### src/rtl/insertion_sorter_macros.svh
// assertion macros for the insertion sorter
`ifndef INSERTION_SORTER_MACROS_SVH
`define INSERTION_SORTER_MACROS_SVH

`ifndef SYNTH

// property checked at every clock edge outside reset
`define ISORT_ASSERT(lbl, clk, rst_n, prop, msg) \
	lbl: assert property (@(posedge clk) disable iff (!rst_n) prop) else $error(msg);

// condition that must hold at every clock edge, reset included
`define ISORT_ASSERT_ALWAYS(lbl, clk, cond, msg) \
	lbl: assert property (@(posedge clk) cond) else $error(msg);

`else

`define ISORT_ASSERT(lbl, clk, rst_n, prop, msg)
`define ISORT_ASSERT_ALWAYS(lbl, clk, cond, msg)

`endif

`endif

### src/rtl/isort_pkg.sv
// shared types and constants of the insertion sorter
`timescale 1ns / 1ps

package isort_pkg;

	localparam int DEPTH_DEF = 16;
	localparam int DATA_W    = 32;

	// data handed between neighboring cells
	typedef struct packed {
		logic signed [DATA_W-1:0] data;
		logic                     valid;
		logic                     gt;
	} isort_link_t;

	// per-cycle command broadcast to every cell
	typedef struct packed {
		logic ins;
		logic shift;
	} isort_ctl_t;

endpackage

### src/rtl/isort_cell.sv
// one compare-and-shift cell of the sorting chain
`timescale 1ns / 1ps

module isort_cell (
	input  logic                                 clk,
	input  logic                                 arst_n,
	input  isort_pkg::isort_ctl_t                ctl,
	input  logic signed [isort_pkg::DATA_W-1:0]  ins_value,
	input  isort_pkg::isort_link_t               lower,
	input  isort_pkg::isort_link_t               upper,
	output isort_pkg::isort_link_t               self
);

	logic signed [isort_pkg::DATA_W-1:0] data_q;
	logic                                valid_q;
	logic                                gt;
	logic                                load_ins;
	logic signed [isort_pkg::DATA_W-1:0] ins_data;

	// strict compare keeps equal values in arrival order
	assign gt       = valid_q && (data_q > ins_value);
	assign load_ins = ctl.ins && (gt || (!valid_q && lower.valid));
	assign ins_data = lower.gt ? lower.data : ins_value;

	always_ff @(posedge clk or negedge arst_n) begin
		if (!arst_n) begin
			valid_q <= 1'b0;
		end else if (ctl.shift) begin
			valid_q <= upper.valid;
		end else if (load_ins) begin
			valid_q <= 1'b1;
		end
	end

	always_ff @(posedge clk) begin
		if (ctl.shift) begin
			data_q <= upper.data;
		end else if (load_ins) begin
			data_q <= ins_data;
		end
	end

	assign self.data  = data_q;
	assign self.valid = valid_q;
	assign self.gt    = gt;

endmodule

### src/rtl/insertion_sorter.sv
// insertion sorter top level: chain of cells plus emission control
// a request is inserted at its accept edge; after a last request the
// sorted set leaves one result per cycle, starting the next cycle
// throughput: one request per cycle while a set loads, set by one compare per cell;
// busy stays high while the set is emitted after a last request
// results cannot be stalled: res_strobe marks each one for a single cycle
// reset (arst_n low) empties every cell and clears the emission and overflow state
`timescale 1ns / 1ps
`include "insertion_sorter_macros.svh"

module insertion_sorter #(
	parameter int DEPTH = isort_pkg::DEPTH_DEF
) (
	input  logic                                clk,
	input  logic                                arst_n,
	input  logic                                start,
	output logic                                busy,
	input  logic signed [isort_pkg::DATA_W-1:0] value,
	input  logic                                last,
	output logic                                res_strobe,
	output logic signed [isort_pkg::DATA_W-1:0] value_res,
	output logic                                last_res,
	output logic                                overflow
);

	// links between cells, index 0 holds the smallest value
	isort_pkg::isort_link_t link [DEPTH];
	isort_pkg::isort_link_t bottom_link;
	isort_pkg::isort_link_t top_link;
	isort_pkg::isort_ctl_t  ctl;

	logic             emit_q;      // set is being drained out of cell 0
	logic             dropped_q;   // a value of this set was dropped
	logic             accept;
	logic             full;
	logic             final_res;
	logic [DEPTH-1:0] valid_vec;

	// request handshake: take one value whenever no set is draining
	assign accept = start && !emit_q;
	assign full   = link[DEPTH-1].valid;

	// insert only with room left, otherwise the value is dropped
	assign ctl.ins   = accept && !full;
	// during emission every cell takes its upper neighbor's value
	assign ctl.shift = emit_q;

	// below cell 0 sits a permanently valid, never-greater slot
	assign bottom_link.data  = '0;
	assign bottom_link.valid = 1'b1;
	assign bottom_link.gt    = 1'b0;
	// above the top cell nothing is held, so draining empties the chain
	assign top_link.data  = '0;
	assign top_link.valid = 1'b0;
	assign top_link.gt    = 1'b0;

	for (genvar i = 0; i < DEPTH; i++) begin : g_cell
		isort_cell u_cell (
			.clk       (clk),
			.arst_n    (arst_n),
			.ctl       (ctl),
			.ins_value (value),
			.lower     ((i == 0) ? bottom_link : link[(i == 0) ? 0 : i-1]),
			.upper     ((i == DEPTH-1) ? top_link : link[(i == DEPTH-1) ? i : i+1]),
			.self      (link[i])
		);
		assign valid_vec[i] = link[i].valid;
	end

	// the result in cell 0 is the final one once cell 1 is empty
	assign final_res = emit_q && !link[1].valid;

	always_ff @(posedge clk or negedge arst_n) begin
		if (!arst_n) begin
			emit_q    <= 1'b0;
			dropped_q <= 1'b0;
		end else if (emit_q) begin
			if (final_res) begin
				emit_q    <= 1'b0;
				dropped_q <= 1'b0;
			end
		end else if (accept) begin
			if (full) begin
				dropped_q <= 1'b1;
			end
			if (last) begin
				emit_q <= 1'b1;
			end
		end
	end

	// result ports come straight from cell 0 and the control registers
	assign busy       = emit_q;
	assign res_strobe = emit_q;
	assign value_res  = link[0].data;
	assign last_res   = final_res;
	assign overflow   = emit_q && dropped_q;

	// occupied cells always form a contiguous run from cell 0
	`ISORT_ASSERT_ALWAYS(a_valid_run, clk, ((valid_vec + 1'b1) & valid_vec) == '0, "cell chain has a gap")
	// every emitted result comes from an occupied cell
	`ISORT_ASSERT(a_res_valid, clk, arst_n, res_strobe |-> link[0].valid, "result from empty cell")
	// the final result ends emission and leaves the chain empty
	`ISORT_ASSERT(a_set_done, clk, arst_n, last_res |=> (!busy && !link[0].valid && !dropped_q), "set not closed")
	// a request on a full chain marks the set as overflowed
	`ISORT_ASSERT(a_drop_flag, clk, arst_n, (start && !busy && full) |=> dropped_q, "drop not flagged")

endmodule
### config.mk
export PLATFORM = sky130hd
export DESIGN_NAME = insertion_sorter
export DESIGN_NICKNAME = d
export VERILOG_FILES = /design/src/rtl/isort_pkg.sv /design/src/rtl/isort_cell.sv /design/src/rtl/insertion_sorter.sv
export VERILOG_INCLUDE_DIRS = /design/src /design/src/rtl
export SDC_FILE = /design/constraint.sdc
export NUM_CORES = 2
export LEC_CHECK = 0
export BUFFER_PORTS_ARGS = -buffer_cell sky130_fd_sc_hd__buf_4
export CAP_MARGIN = 20
export CORE_UTILIZATION = 60
export DETAILED_ROUTE_END_ITERATION = 7
export GPL_TIMING_DRIVEN = 0
export PLACE_DENSITY = 0.81
export REMOVE_ABC_BUFFERS = 1
export SLEW_MARGIN = 20
export SYNTH_ARGS = -nofsm -noshare
export SYNTH_HDL_FRONTEND = slang
export SYNTH_HIERARCHICAL = 1
export SYNTH_SLANG_ARGS = --single-unit
### constraint.sdc
create_clock -name clk -period 6.5 [get_ports clk]
set_clock_uncertainty 0.2 [all_clocks]
set_input_delay 0.65 -clock clk [delete_from_list [all_inputs] [get_ports clk]]
set_output_delay 0.65 -clock clk [all_outputs]
set_load 0.005 [all_outputs]
==> impl_metrics.py <==
metrics = {
    "outcome": {
        "outcome": "finished with violations",
        "violations": "design-rule violations",
    },
    "worst_setup_path": {
        "critical_path_class": "in -> reg",
        "reg2regPathDepth": 10,
        "cp-start-kind": "primary input",
        "regToRegSetupSlack_ns": 2.42,
        "r2r-start": "g_cell[2].u_cell/data_q[14]",
        "cp.arrival_ns": 4.28,
        "endpoint_kind": "register",
        "reg2reg_to": "g_cell[3].u_cell/data_q[30]",
        "cp.required_ns": 6.64,
        "crit_fanout": 32,
    },
    "cells_and_area": {
        "synthToLayoutAreaGrowth_pct": 10.6,
        "nFillCells": 4824,
        "drive_above_1_share_pct": 6.64,
        "finalNetCount": 4898,
        "final_cells": 5262,
        "utilization_pct": 67.4,
        "num_antenna_cells": 0,
    },
    "clock_network": {
        "cts.path.max_buffers": 3,
        "clk_pin_slew_worst_paths_ns": 0.06,
        "root_buffer": "clkbuf_16",
        "clk_latency_ns": 0.63,
        "cts_made_buffers": 57,
        "cts_sinks": 530,
        "ctsHtreeMaxLevel": 2,
        "hold_buffers": 1,
        "cts_setup_buffers": 0,
        "cts_resized": 0,
        "tritoncts": "yes",
    },
    "detailed_routing": {
        "drtAntennaViolNets": 0,
        "first_iter_violations": 2723,
        "wl_per_cell_um": 18.5,
        "drc_errors": 1,
        "vias": 31945,
        "wl_mm": 97.4,
        "dr.pass1.iters": 8,
        "avgViaCountPerCell": 6.07,
    },
    "hold_path": {
        "whs_path_depth": 3,
        "min_to": "busy",
        "hold_path.class": "in -> reg",
        "hold_start": "last",
    },
    "synth": {
        "syn_area_um2": 40200,
        "ys.warnings.count": 6,
        "synthCells": 4315,
        "syn_area_per_cell_um2": 9.32,
    },
    "sta": {
        "fmax_ghz": 0.242,
        "slew_headroom_pct": 38.8,
        "post-route-min-period_ns": 4.14,
        "rsz0062_at_grt": "false",
        "finalMaxSlewViolations": 0,
        "hold_viol": 0,
        "setup_viol": 0,
        "tightest_slew_ns": 0.910,
        "setup_tns_ns": 0,
        "whs_ns": 0.109,
        "min_period_over_period_pct": 63.7,
    },
    "flow_run": {
        "max-cap-violations": 0,
    },
    "global_routing": {
        "grt_pass1_vias": 31953,
        "grt_max_degree": 95,
        "track_usage_pct": 28.3,
        "globalRouteOverflowTotal": 0,
        "antenna_found_initial": 0,
        "grt_pass1_wl_mm": 158,
    },
    "die": {
        "rows": 94,
        "dieWidth_um": 261,
        "io_pins": 72,
        "initial_utilization_pct": 60.9,
        "core_region_area_um2": 66000,
        "die_y_um": 261,
        "dieArea_um2": 68000,
    },
    "place": {
        "gp_congestion": 0.819,
        "portBuffers": 71,
        "dp.cells": 5154,
        "dp_hpwl_mm": 70.6,
    },
    "pwr": {
        "ir_drop_mv": 0.290,
        "leakage_nw": 19.2,
        "cellPowerDensity_nw_per_um2": 524,
    },
}
worst max-delay path by stage:
stage | start | end | slack (ns) | cells past startpoint
3_5_place_dp | value[14] | g_cell[3].u_cell/data_q[30] | 1.91 | 12
2_1_floorplan | busy | g_cell[0].u_cell/data_q[0] | -14.75 | 3
4_1_cts | value[14] | g_cell[3].u_cell/data_q[30] | 2.54 | 12
5_1_grt | value[14] | g_cell[3].u_cell/data_q[30] | 2.31 | 12
6_report | value[14] | g_cell[3].u_cell/data_q[30] | 2.36 | 12
3_3_place_gp | busy | g_cell[14].u_cell/data_q[8] | -26.38 | 3
worst max-delay path, stage by stage:
cell	delay (ns)
buf_4	0.33
inv_1	0.10
ha_1	0.35
nand4_1	0.18
nor4_1	0.71
a221o_1	0.36
a21oi_2	0.08
xnor2_1	0.25
nor2_4	0.62
buf_16	0.24
mux2i_1	0.23
o21ai_0	0.13
stage by stage:
| step | setup WS, ns | total power (W) | cell area (µm²) |
|---|---|---|---|
| floorplan | -14.75 | 0.0145 | 39500 |
| global placement | -26.38 | 0.0146 | 41100 |
| detailed placement | 1.91 | 0.0197 | 42600 |
| CTS | 2.54 | 0.0232 | 44500 |
| global route | 2.31 | 0.0248 | 44500 |
| finish | 2.36 | 0.0233 | 44500 |
final cells by class:
cell class / instances / area, µm² / share of cell area, %
clock buffers: 78 / 1580 / 3.55
clock inverters: 29 / 256 / 0.577
inverters: 576 / 2160 / 4.86
multi-input cells: 3067 / 21800 / 49.0
flip-flops and latches: 530 / 15800 / 35.6
well taps: 864 / 1080 / 2.43
repair buffers: 118 / 1750 / 3.95
power by group:
part | switching (W) | internal [W]
registers | 0.00177 | 0.00667
logic | 0.00662 | 0.00492
clock network | 0.00142 | 0.00189
per-layer routing:
layer	track usage (%)	up-vias	routed length, µm
met5	0	-	0
met2	50.0	908	49000
met3	3.23	187	4870
met1	36.3	15510	41400
li1	-	15340	-
met4	7.99	0	2050
registers in the layout, summed over array words and instances, names as in the netlist:
signal / flops
dropped_q: 1
busy: 1
g_cell.u_cell/data_q: 512
g_cell.u_cell/valid_q: 16
cells in the final DEF (no fill, tap or decap), drive strengths merged, types with 63 or more instances in the layout:
master	instances
nand4	96
mux2i	512
a21oi	226
buf	117
edfxtp	512
inv	577
nand2	722
conb	68
nand3	80
ha	512
o21ai	609
clkbuf	78
nor2	63
Power figures use the tool's default switching activity.
